**config.mk**
```make
export PLATFORM = sky130hd
export DESIGN_NAME = base64url_encoder_core
export DESIGN_NICKNAME = d
export VERILOG_FILES = /design/src/rtl/core/b64url_pkg.sv /design/src/rtl/core/b64_fifo.sv /design/src/rtl/core/b64_front.sv /design/src/rtl/core/b64_back.sv /design/src/rtl/core/base64url_encoder_core.sv
export VERILOG_INCLUDE_DIRS = /design/src /design/src/rtl/core
export SDC_FILE = /design/constraint.sdc
export NUM_CORES = 1
export LEC_CHECK = 0
export BUFFER_PORTS_ARGS = -buffer_cell sky130_fd_sc_hd__buf_2
export CORE_MARGIN = 5
export CORE_UTILIZATION = 24
export CTS_CLUSTER_DIAMETER = 200
export DETAILED_ROUTE_END_ITERATION = 8
export GPL_TIMING_DRIVEN = 0
export PLACE_DENSITY_LB_ADDON = 0.25
export SETUP_SLACK_MARGIN = 0.5
export SLEW_MARGIN = 10
export SYNTH_ARGS = -nofsm -noshare
export SYNTH_HDL_FRONTEND = slang
export SYNTH_HIERARCHICAL = 1
export SYNTH_SLANG_ARGS = --single-unit
```
**constraint.sdc**
```tcl
create_clock -name clock -period 3.7 [get_ports clock]
set_input_delay 0.185 -clock clock [delete_from_list [all_inputs] [get_ports clock]]
set_output_delay 0.185 -clock clock [all_outputs]
set_load 0.005 [all_outputs]
```
**src/rtl/core/base64url_encoder_core_defines.svh**
```systemverilog
// ---------------------------------------------------------------------------
// base64url encoder core assertion macros
// Concurrent check wrappers, compiled away when SYNTHESIS is defined.
// Expects signals named clock and reset in the enclosing module.
// ---------------------------------------------------------------------------
`ifndef BASE64URL_ENCODER_CORE_DEFINES_SVH
`define BASE64URL_ENCODER_CORE_DEFINES_SVH
`ifndef SYNTHESIS
// same-cycle implication
`define B64_ASSERT_IMPLY(label, ante, cons) \
   label: assert property (@(posedge clock) disable iff (reset) (ante) |-> (cons)) \
      else $error("b64 same-cycle check failed");
// next-cycle implication
`define B64_ASSERT_NEXT(label, ante, cons) \
   label: assert property (@(posedge clock) disable iff (reset) (ante) |=> (cons)) \
      else $error("b64 next-cycle check failed");
`else
`define B64_ASSERT_IMPLY(label, ante, cons)
`define B64_ASSERT_NEXT(label, ante, cons)
`endif
`endif

```
**src/rtl/core/b64url_pkg.sv**
```systemverilog
// ---------------------------------------------------------------------------
// b64url_pkg
// Shared word types, group type and alphabet lookup for the base64url encoder.
// ---------------------------------------------------------------------------
`default_nettype none

package b64url_pkg;

   localparam int unsigned GROUP_W = 24;
   localparam logic [6:0]  PAD_CHAR = 7'h3d;

   typedef struct packed {
      logic [7:0] data_byte;
      logic       end_of_message;
   } req_type;

   typedef struct packed {
      logic [6:0] out_char;
      logic       final_char;
   } rsp_type;

   // one released group: up to three bytes, number of pad chars, last flag
   typedef struct packed {
      logic [GROUP_W-1:0] bits;
      logic [1:0]         pad_cnt;
      logic               last;
   } grp_type;

   function automatic logic [6:0] b64_sym(input logic [5:0] v);
      logic [6:0] v7;
      v7 = {1'b0, v};
      if (v < 6'd26) begin
         return 7'h41 + v7;
      end else if (v < 6'd52) begin
         return 7'h61 + v7 - 7'd26;
      end else if (v < 6'd62) begin
         return 7'h30 + v7 - 7'd52;
      end else if (v == 6'd62) begin
         return 7'h2d;
      end else begin
         return 7'h5f;
      end
   endfunction

endpackage

`default_nettype wire

```
**src/rtl/core/b64_fifo.sv**
```systemverilog
// ---------------------------------------------------------------------------
// b64_fifo
// Small register queue of released groups between the front and back parts.
// ---------------------------------------------------------------------------
`default_nettype none
`include "base64url_encoder_core_defines.svh"

module b64_fifo import b64url_pkg::*; #(
   parameter int unsigned DEPTH = 2
) (
   input  logic    clock,
   input  logic    reset,
   input  logic    wr_push,
   input  grp_type wr_data,
   output logic    wr_full,
   input  logic    rd_pop,
   output grp_type rd_data,
   output logic    rd_empty
);

   localparam int unsigned PTR_W = $clog2(DEPTH);
   localparam int unsigned CNT_W = $clog2(DEPTH + 1);

   grp_type          mem_ff [DEPTH];
   logic [PTR_W-1:0] wr_ptr_ff, wr_ptr_in;
   logic [PTR_W-1:0] rd_ptr_ff, rd_ptr_in;
   logic [CNT_W-1:0] count_ff, count_in;
   logic             do_wr, do_rd;

   assign wr_full  = (count_ff == CNT_W'(DEPTH));
   assign rd_empty = (count_ff == '0);
   assign rd_data  = mem_ff[rd_ptr_ff];
   assign do_wr    = wr_push & ~wr_full;
   assign do_rd    = rd_pop & ~rd_empty;

   always_comb begin
      wr_ptr_in = wr_ptr_ff;
      rd_ptr_in = rd_ptr_ff;
      count_in  = count_ff;
      if (do_wr) begin
         wr_ptr_in = (wr_ptr_ff == PTR_W'(DEPTH - 1)) ? '0 : wr_ptr_ff + 1'b1;
      end
      if (do_rd) begin
         rd_ptr_in = (rd_ptr_ff == PTR_W'(DEPTH - 1)) ? '0 : rd_ptr_ff + 1'b1;
      end
      if (do_wr && !do_rd) begin
         count_in = count_ff + 1'b1;
      end else if (do_rd && !do_wr) begin
         count_in = count_ff - 1'b1;
      end
   end

   always_ff @(posedge clock) begin
      if (reset) begin
         wr_ptr_ff <= '0;
         rd_ptr_ff <= '0;
         count_ff  <= '0;
      end else begin
         wr_ptr_ff <= wr_ptr_in;
         rd_ptr_ff <= rd_ptr_in;
         count_ff  <= count_in;
      end
   end

   always_ff @(posedge clock) begin
      if (do_wr) begin
         mem_ff[wr_ptr_ff] <= wr_data;
      end
   end

   `B64_ASSERT_IMPLY(a_fifo_count_bound, 1'b1, count_ff <= CNT_W'(DEPTH))
   `B64_ASSERT_IMPLY(a_fifo_ptrs_match, count_ff == '0, wr_ptr_ff == rd_ptr_ff)

endmodule

`default_nettype wire

```
**src/rtl/core/b64_front.sv**
```systemverilog
// ---------------------------------------------------------------------------
// b64_front
// Takes input bytes, holds up to two of them and releases full or padded
// three-byte groups to the group queue.
// ---------------------------------------------------------------------------
`default_nettype none
`include "base64url_encoder_core_defines.svh"

module b64_front import b64url_pkg::*; (
   input  logic    clock,
   input  logic    reset,
   input  logic    req_push,
   input  req_type req_data,
   output logic    req_full,
   output logic    grp_push,
   output grp_type grp,
   input  logic    grp_full
);

   logic [1:0] cnt_ff, cnt_in;
   logic [7:0] b0_ff, b0_in;
   logic [7:0] b1_ff, b1_in;
   logic       accept;
   logic       release_grp;
   logic [7:0] b;
   logic       eom;

   assign req_full = grp_full;
   assign accept   = req_push & ~grp_full;
   assign b        = req_data.data_byte;
   assign eom      = req_data.end_of_message;
   assign grp_push = accept & release_grp;

   always_comb begin
      cnt_in      = cnt_ff;
      b0_in       = b0_ff;
      b1_in       = b1_ff;
      release_grp = 1'b0;
      grp         = '{bits: '0, pad_cnt: 2'd0, last: 1'b0};
      case (cnt_ff)
         2'd1: begin
            if (eom) begin
               release_grp = 1'b1;
               grp = '{bits: {b0_ff, b, 8'h00}, pad_cnt: 2'd1, last: 1'b1};
               cnt_in = 2'd0;
            end else begin
               b1_in  = b;
               cnt_in = 2'd2;
            end
         end
         2'd2: begin
            release_grp = 1'b1;
            grp = '{bits: {b0_ff, b1_ff, b}, pad_cnt: 2'd0, last: eom};
            cnt_in = 2'd0;
         end
         default: begin
            // empty holding register
            if (eom) begin
               release_grp = 1'b1;
               grp = '{bits: {b, 16'h0000}, pad_cnt: 2'd2, last: 1'b1};
               cnt_in = 2'd0;
            end else begin
               b0_in  = b;
               cnt_in = 2'd1;
            end
         end
      endcase
   end

   always_ff @(posedge clock) begin
      if (reset) begin
         cnt_ff <= 2'd0;
      end else if (accept) begin
         cnt_ff <= cnt_in;
      end
   end

   always_ff @(posedge clock) begin
      if (accept) begin
         b0_ff <= b0_in;
         b1_ff <= b1_in;
      end
   end

   `B64_ASSERT_IMPLY(a_front_cnt_range, 1'b1, cnt_ff != 2'd3)
   `B64_ASSERT_NEXT(a_front_release_clears, grp_push, cnt_ff == 2'd0)

endmodule

`default_nettype wire

```
**src/rtl/core/b64_back.sv**
```systemverilog
// ---------------------------------------------------------------------------
// b64_back
// Pulls groups from the queue and emits their four characters one word
// per cycle while rsp_pop is high, with pad and final-character marking.
// ---------------------------------------------------------------------------
`default_nettype none
`include "base64url_encoder_core_defines.svh"

module b64_back import b64url_pkg::*; (
   input  logic    clock,
   input  logic    reset,
   input  logic    q_empty,
   input  grp_type q_data,
   output logic    q_pop,
   output logic    rsp_empty,
   output rsp_type rsp_data,
   input  logic    rsp_pop
);

   grp_type    cur_ff, cur_in;
   logic       busy_ff, busy_in;
   logic [1:0] idx_ff, idx_in;
   logic       take;
   logic       done;
   logic       load;
   logic [5:0] sext;
   logic       pad;

   assign take      = rsp_pop & busy_ff;
   assign done      = take & (idx_ff == 2'd3);
   assign load      = ~q_empty & (~busy_ff | done);
   assign q_pop     = load;
   assign rsp_empty = ~busy_ff;

   always_comb begin
      cur_in  = cur_ff;
      busy_in = busy_ff;
      idx_in  = idx_ff;
      if (load) begin
         cur_in  = q_data;
         busy_in = 1'b1;
         idx_in  = 2'd0;
      end else if (done) begin
         busy_in = 1'b0;
      end else if (take) begin
         idx_in = idx_ff + 2'd1;
      end
   end

   always_comb begin
      case (idx_ff)
         2'd0:    sext = cur_ff.bits[23:18];
         2'd1:    sext = cur_ff.bits[17:12];
         2'd2:    sext = cur_ff.bits[11:6];
         default: sext = cur_ff.bits[5:0];
      endcase
      // pads fill the tail of a short group
      pad = ((idx_ff == 2'd3) && (cur_ff.pad_cnt != 2'd0)) ||
            ((idx_ff == 2'd2) && (cur_ff.pad_cnt == 2'd2));
      rsp_data.out_char   = pad ? PAD_CHAR : b64_sym(sext);
      rsp_data.final_char = cur_ff.last & (idx_ff == 2'd3);
   end

   always_ff @(posedge clock) begin
      if (reset) begin
         busy_ff <= 1'b0;
         idx_ff  <= 2'd0;
      end else begin
         busy_ff <= busy_in;
         idx_ff  <= idx_in;
      end
   end

   always_ff @(posedge clock) begin
      cur_ff <= cur_in;
   end

   `B64_ASSERT_IMPLY(a_back_pad_slot, busy_ff && rsp_data.out_char == PAD_CHAR, idx_ff[1])
   `B64_ASSERT_NEXT(a_back_drain, done && q_empty, !busy_ff)

endmodule

`default_nettype wire

```
**src/rtl/core/base64url_encoder_core.sv**
```systemverilog
// ---------------------------------------------------------------------------
// base64url_encoder_core
// Streaming Base64 encoder, URL-safe alphabet with '=' padding.
// ---------------------------------------------------------------------------
// Bytes enter one word per cycle while req_full is low; the front holds up
// to two bytes and hands each full or end-of-message group to a queue of
// QUEUE_DEPTH groups. The back emits four characters per group, one word
// per cycle while rsp_pop is high, so its single character output sets the
// sustained input rate; with the back idle, a group-completing byte passes
// through the queue and the back's group register before its first
// character shows. The last character of a message carries final_char.
`default_nettype none

module base64url_encoder_core import b64url_pkg::*; #(
   parameter int unsigned QUEUE_DEPTH = 2
) (
   input  logic    clock,
   input  logic    reset,
   input  logic    req_push,
   input  req_type req_data,
   output logic    req_full,
   output logic    rsp_empty,
   output rsp_type rsp_data,
   input  logic    rsp_pop
);

   logic    grp_push;
   grp_type grp;
   logic    grp_full;
   logic    q_pop;
   grp_type q_data;
   logic    q_empty;

   b64_front u_front (
      .clock    (clock),
      .reset    (reset),
      .req_push (req_push),
      .req_data (req_data),
      .req_full (req_full),
      .grp_push (grp_push),
      .grp      (grp),
      .grp_full (grp_full)
   );

   b64_fifo #(
      .DEPTH (QUEUE_DEPTH)
   ) u_fifo (
      .clock    (clock),
      .reset    (reset),
      .wr_push  (grp_push),
      .wr_data  (grp),
      .wr_full  (grp_full),
      .rd_pop   (q_pop),
      .rd_data  (q_data),
      .rd_empty (q_empty)
   );

   b64_back u_back (
      .clock     (clock),
      .reset     (reset),
      .q_empty   (q_empty),
      .q_data    (q_data),
      .q_pop     (q_pop),
      .rsp_empty (rsp_empty),
      .rsp_data  (rsp_data),
      .rsp_pop   (rsp_pop)
   );

endmodule

`default_nettype wire

```
Word level (Yosys, flattened, before mapping). Memories as Yosys holds them, arrays and structs flattened. A register that Yosys moved wholly into a read port is not among the register bits. Cells that the tools add are included. Widths: inputs -> output; s select.

Bits in registers: 25. Memory bits (writable): 54. Input bits: 13. Output and inout bits: 10. Logic and storage cells: 84. Memories kept: 1.

Memory list: u_fifo.mem_ff (depth 2, width 27, rd ports 1, clocked after Yosys merged registers in 1, wr ports 1, line b64_fifo.sv:24) `grp_type mem_ff [DEPTH];`.

$add $sub $neg: 10. Magnitude comparators: 3. Eq/ne operators: 8. Multiplexer cells: 22. Bitwise logic cells: 15. Reductions and logical operators: 17.

Operator list (count): $mux 27 (2); $pmux 27 s2 (1); $mux 7 (5); $pmux 6 s3 (1); $add 7x6->7 const A (2); $lt 6x6->1 const B (2); $eq 2x2->1 const B (5); $mux 1 (9); $and 1x1->1 (8); $add 6x6->7 const A (1); $sub 7x5->7 const B (1); $sub 7x6->7 const B (1); $eq 6x6->1 const B (1); $lt 6x5->1 const B (1); $mux 2 (3); $not 1->1 (6); $reduce_and 3->1 (2); $reduce_bool 2->1 (3); $add 2x1->2 const B (2); $eq 2x1->1 const B (2); $logic_and 1x1->1 (4); $logic_not 2->1 (2); $pmux 2 s2 (1); $reduce_or 2->1 (2); 6 further kinds (8).

Longest topological paths before layout.
Word-level depth: 9. Gate-level depth with buffers: 12. Depth with buffers taken out: 10.

Cells and area by module. Netlist, hierarchy kept.

By module, submodules not included: b64_fifo (instances 1, cells an instance 109, area each 2163.3 µm², sequential area each 1721.7 µm²); b64_back (instances 1, cells an instance 137, area each 1622.8 µm², sequential area each 870.8 µm²); b64_front (instances 1, cells an instance 67, area each 887.1 µm², sequential area each 520.5 µm²).

Worst setup path before layout. Ideal clock, no wire load.

Kind: register to register. From: register u_back.idx_ff[0]. To: register u_fifo.count_ff[1]. Library setup time: 0.070 ns. Arrival time: 3.744 ns. Data required time: 3.630 ns. Slack: -0.114 ns. Stages on the path, launching flop included: 10. Buffers on the path: 2. Period minus slack after synthesis: 3.814 ns. Cell sequence: dfxtp_1 ha_1 buf_2 buf_2 nand2_1 a21oi_1 o21ai_0 ha_1 or3_1 a21oi_1.

Longest elaborated chain between the ends: 8. Elaborated cells between the ends (all ways): 10. Those cells by class: 1 x eq/ne; 1 x mux; 4 x bitwise; 4 x reduce/logical.

RTL lines: start: declaration (line b64_back.sv:22) `logic [1:0] idx_ff, idx_in;`; start signal: assignment (line b64_back.sv:70) `idx_ff <= idx_in;`; $eq 2x2->1 (*) (line b64_back.sv:30) `assign done = take & (idx_ff == 2'd3);`; $and 1x1->1 (*) (line b64_back.sv:30); $or 1x1->1 (*) (line b64_back.sv:31) `assign load = ~q_empty & (~busy_ff | done);`; $and 1x1->1 (*) (line b64_back.sv:31); net q_pop (line base64url_encoder_core.sv:30) `logic q_pop;`; $and 1x1->1 (*) (line b64_fifo.sv:34) `assign do_rd = rd_pop & ~rd_empty;`; $logic_not 1->1 (line b64_fifo.sv:46) `if (do_wr && !do_rd) begin`; $logic_and 1x1->1 (line b64_fifo.sv:46); $mux 2 or $reduce_bool 2->1 (tied branches); end signal: assignment (line b64_fifo.sv:61) `count_ff <= count_in;`; end: declaration (line b64_fifo.sv:27) `logic [CNT_W-1:0] count_ff, count_in;`.

The timed path passes the listed nets; every way through them passes the cells marked *. A chain may end at the register's enable or synchronous reset.

==> summary.txt <==
DR vias: 2609
1st-pass router iterations: 4
Fin crit share: 0.826
Fillers: 1927
Vias per cell: 4.12
Fmax: 0.327 GHz
First-pass GRT wire length: 13700 um
Crit path required time: 3510 ps
Clock-pin slew on the worst setup and hold paths: 60 ps
Fin Setup TNS: 0 ps
Power Density: 727 nW/um^2
Final min period: 3060 ps
Hold path startpoint: req_data[1]
Total wire length: 8690 um
Port Buffers: 22
Die width: 150 um
Layout Nets: 388
H-tree levels: 3
Max Used Layer: met4
Syn avg cell area: 14.9 sq um
Main synth FF type: edfxtp_1
Initial DRC Count: 116
Design area: 5620 sq um
Rows: 51
Clock Tree Buf Depth: 2
Number of buffers created by CTS: 9
Post-synthesis mux area share: 0.0892
Worst r2r src: u_back/idx_ff[0]$_SDFFE_PP0P_
DRC: 0
Post-synthesis cell area: 4670 sq um
Post-layout util: 0.291
Ant diodes: 0
Final RePlAce weighted congestion: 0.739
Dpl cell area: 5150 sq um
Hold buffers post-CTS: 0
Worst hold path class: in -> reg
Share of layout cells above drive strength 1: 0.304
Sequential area share after synthesis: 0.666
Async SR Flop Fraction: 0
Ys Warns: 6
Share of the synthesized area in the top cell type: 0.623
Core area: 19300 sq um
CTS tree: done
Commonest non-fill, non-tap cells in the layout: 97 x edfxtp_1, 28 x mux2_2, 26 x buf_2
Setup Skew: 3.80 ps
Compound-Gate Fraction of Synth Area: 0.105
Class of the most critical setup path: reg -> out
Post-synth net total: 337
Worst vdd ir: 0.242 mV
Routed met3 length: 384 um
Main area contributors after synthesis: edfxtp_1 62%, mux2_2 6.7%, dfxtp_1 4.3%, a22o_1 3.0%, ha_1 2.9%
Post-DP HPWL: 6020 um
Leak Pwr: 1.93 nW
Grt total ovfl: 0
Final ANT Viol Nets: 0
WHS Path Cells: 1
Number of synthesized register bits: 107
Adder-cell area share of the yosys netlist: 0.0295
Number of global-route vias before repair: 2571
Least-Margin Pin Slew: 1200 ps
Commonest non-fill, non-tap cell in the layout: edfxtp_1
Arrival time worst endpoint: 2870 ps
Per-cell routed wire length: 13.7 um
Synth cell types: 52
Hold Fails Final Rpt: 0
Gr usage total: 0.0795
Initial core utilization: 0.242
Post-Syn Instances: 313
Number of slew-limit violations in the final report: 0
Max Cap Viol: 0
Post-synth EDFFs: 97
Die area: 22400 sq um
R2R setup slack: 1180 ps
Synth Area in XOR/XNOR: 0.0112
Clk root buf: clkbuf_16
Clock Sinks: 107
Unrepaired setup endpoints after global routing: true
Clk_lat worst skew: 330 ps
Final setup viols: 0
IO Count: 23
Worst Hold Slack: 91.7 ps
Critical Path Fanout Max: 10
Worst hold endpoint: u_front/b0_ff[0]$_DFFE_PP_
Max-Slew Margin vs Limit: 0.196
Area growth syn-to-layout: 20.2%
Reg2reg end: u_fifo/count_ff[1]$_SDFFE_PP0P_
Initial antenna violation count: 0
Outcome: finished clean
Largest net degree at the start of global routing: 29
Die Y: 150 um
Met1 Routed Length: 4080 um
Critical Path Source Type: register
Worst reg2reg path depth: 10
Worst Setup End Kind: output port
Met2 wire len: 4090 um
Post-synthesis simple-gate area fraction: 0.0685
Yosys top cell by area: edfxtp_1
Largest family of logic cells by synthesized area: compound AO/OA/AOI/OAI gates
-- repair_timing --
action	CTS	global route
pin swaps	2	3
buffers inserted	5	12
endpoints found under the setup margin	7	5
gates resized for setup	14	12
hold endpoints to repair	0	0
-- per-stage QoR --
stage | total power, mW | cells | setup WS (ps)
after floorplan | 2.65 | 313 | 607
after global placement | 3.00 | 600 | 19.7
after detailed placement | 3.06 | 601 | 334
after CTS | 4.00 | 621 | 448
after global routing | 4.33 | 633 | 492
final | 4.08 | 633 | 643
-- state kept, by name, indices dropped and copies added, names as in the netlist, named ones only --
signal and cells:
u_fifo/count_ff 2, u_back/idx_ff 2, u_front/b1_ff 8, u_back/cur_ff 27, u_fifo/mem_ff 54, u_front/cnt_ff 2
u_fifo/wr_ptr_ff 1, u_fifo/rd_ptr_ff 1, u_front/b0_ff 8, u_back/busy_ff 1
-- worst max-delay path: stages (launching register included) --
cell	delay [ps]
dfxtp_4	390
ha_1	150
clkbuf_4	200
buf_6	170
mux2i_4	330
inv_1	140
ha_1	240
nor4b_1	320
a21oi_1	70
o2111ai_1	200
o211ai_1	130
buf_2	190
-- where the power goes --
part           switching [mW]  internal (mW)
clock network           0.373          0.449
registers              0.0848           1.65
logic                   0.816          0.710
total                    1.27           2.81
-- worst max path at each step --
stage / startpoint / end
after floorplan: u_back/idx_ff[0]$_SDFFE_PP0P_ / u_fifo/count_ff[1]$_SDFFE_PP0P_
after global placement: u_back/idx_ff[0]$_SDFFE_PP0P_ / u_fifo/count_ff[1]$_SDFFE_PP0P_
after detailed placement: u_back/idx_ff[0]$_SDFFE_PP0P_ / rsp_data[3]
after CTS: u_back/idx_ff[0]$_SDFFE_PP0P_ / rsp_data[3]
after global routing: u_back/idx_ff[0]$_SDFFE_PP0P_ / rsp_data[3]
final: u_back/idx_ff[0]$_SDFFE_PP0P_ / rsp_data[5]
-- cells by family (layout without fill, tap and decap cells) --
family | count (synthesis) | after routing
AO/OA/AOI/OAI | 65 | 65
adder cells (fa/ha/maj) | 11 | 11
buffers and inverters | 30 | 85
XOR/XNOR | 6 | 6
multiplexers | 37 | 37
flip-flops | 107 | 107
AND/OR/NAND/NOR | 57 | 57
-- routing by layer --
layer / vias up / track usage
met3: 8 / 0.0206
met1: 1239 / 0.104
li1: 1309 / -
met2: 53 / 0.127
met4: 0 / 0.0288
met5: - / 0
-- cells in the mapped netlist, types with 2 or more instances --
master    number
a21oi_1       11
a222oi_1       6
a22o_1        16
and2_1        11
buf_2          7
buf_4          3
clkbuf_1       2
dfxtp_1       10
edfxtp_1      97
ha_1          11
inv_1         16
mux2_1         2
mux2_2        28
mux2i_1        5
nand2_1        9
nand2b_1       2
nand3_1        3
nor2_1        14
nor2b_1        2
nor3_1         2
nor3b_1        2
o211ai_1       6
o21a_1         2
o21ai_0        9
o21ai_1        2
o311ai_0       2
o31a_1         2
or3_1          3
xnor2_1        3
xor2_1         3
-- layout make-up --
cell class | count | area [sq um] | share of cell area
Timing Repair Buffer | 40 | 258 | 0.0459
Inverter | 17 | 66.3 | 0.0118
Clock inverter | 3 | 16.3 | 0.00289
Clock buffer | 12 | 236 | 0.0421
Sequential cell | 107 | 3120 | 0.555
Buffer | 13 | 98.8 | 0.0176
Tap cell | 265 | 332 | 0.0590
Multi-Input combinational cell | 176 | 1490 | 0.266
(Power assumes the default switching activity.)
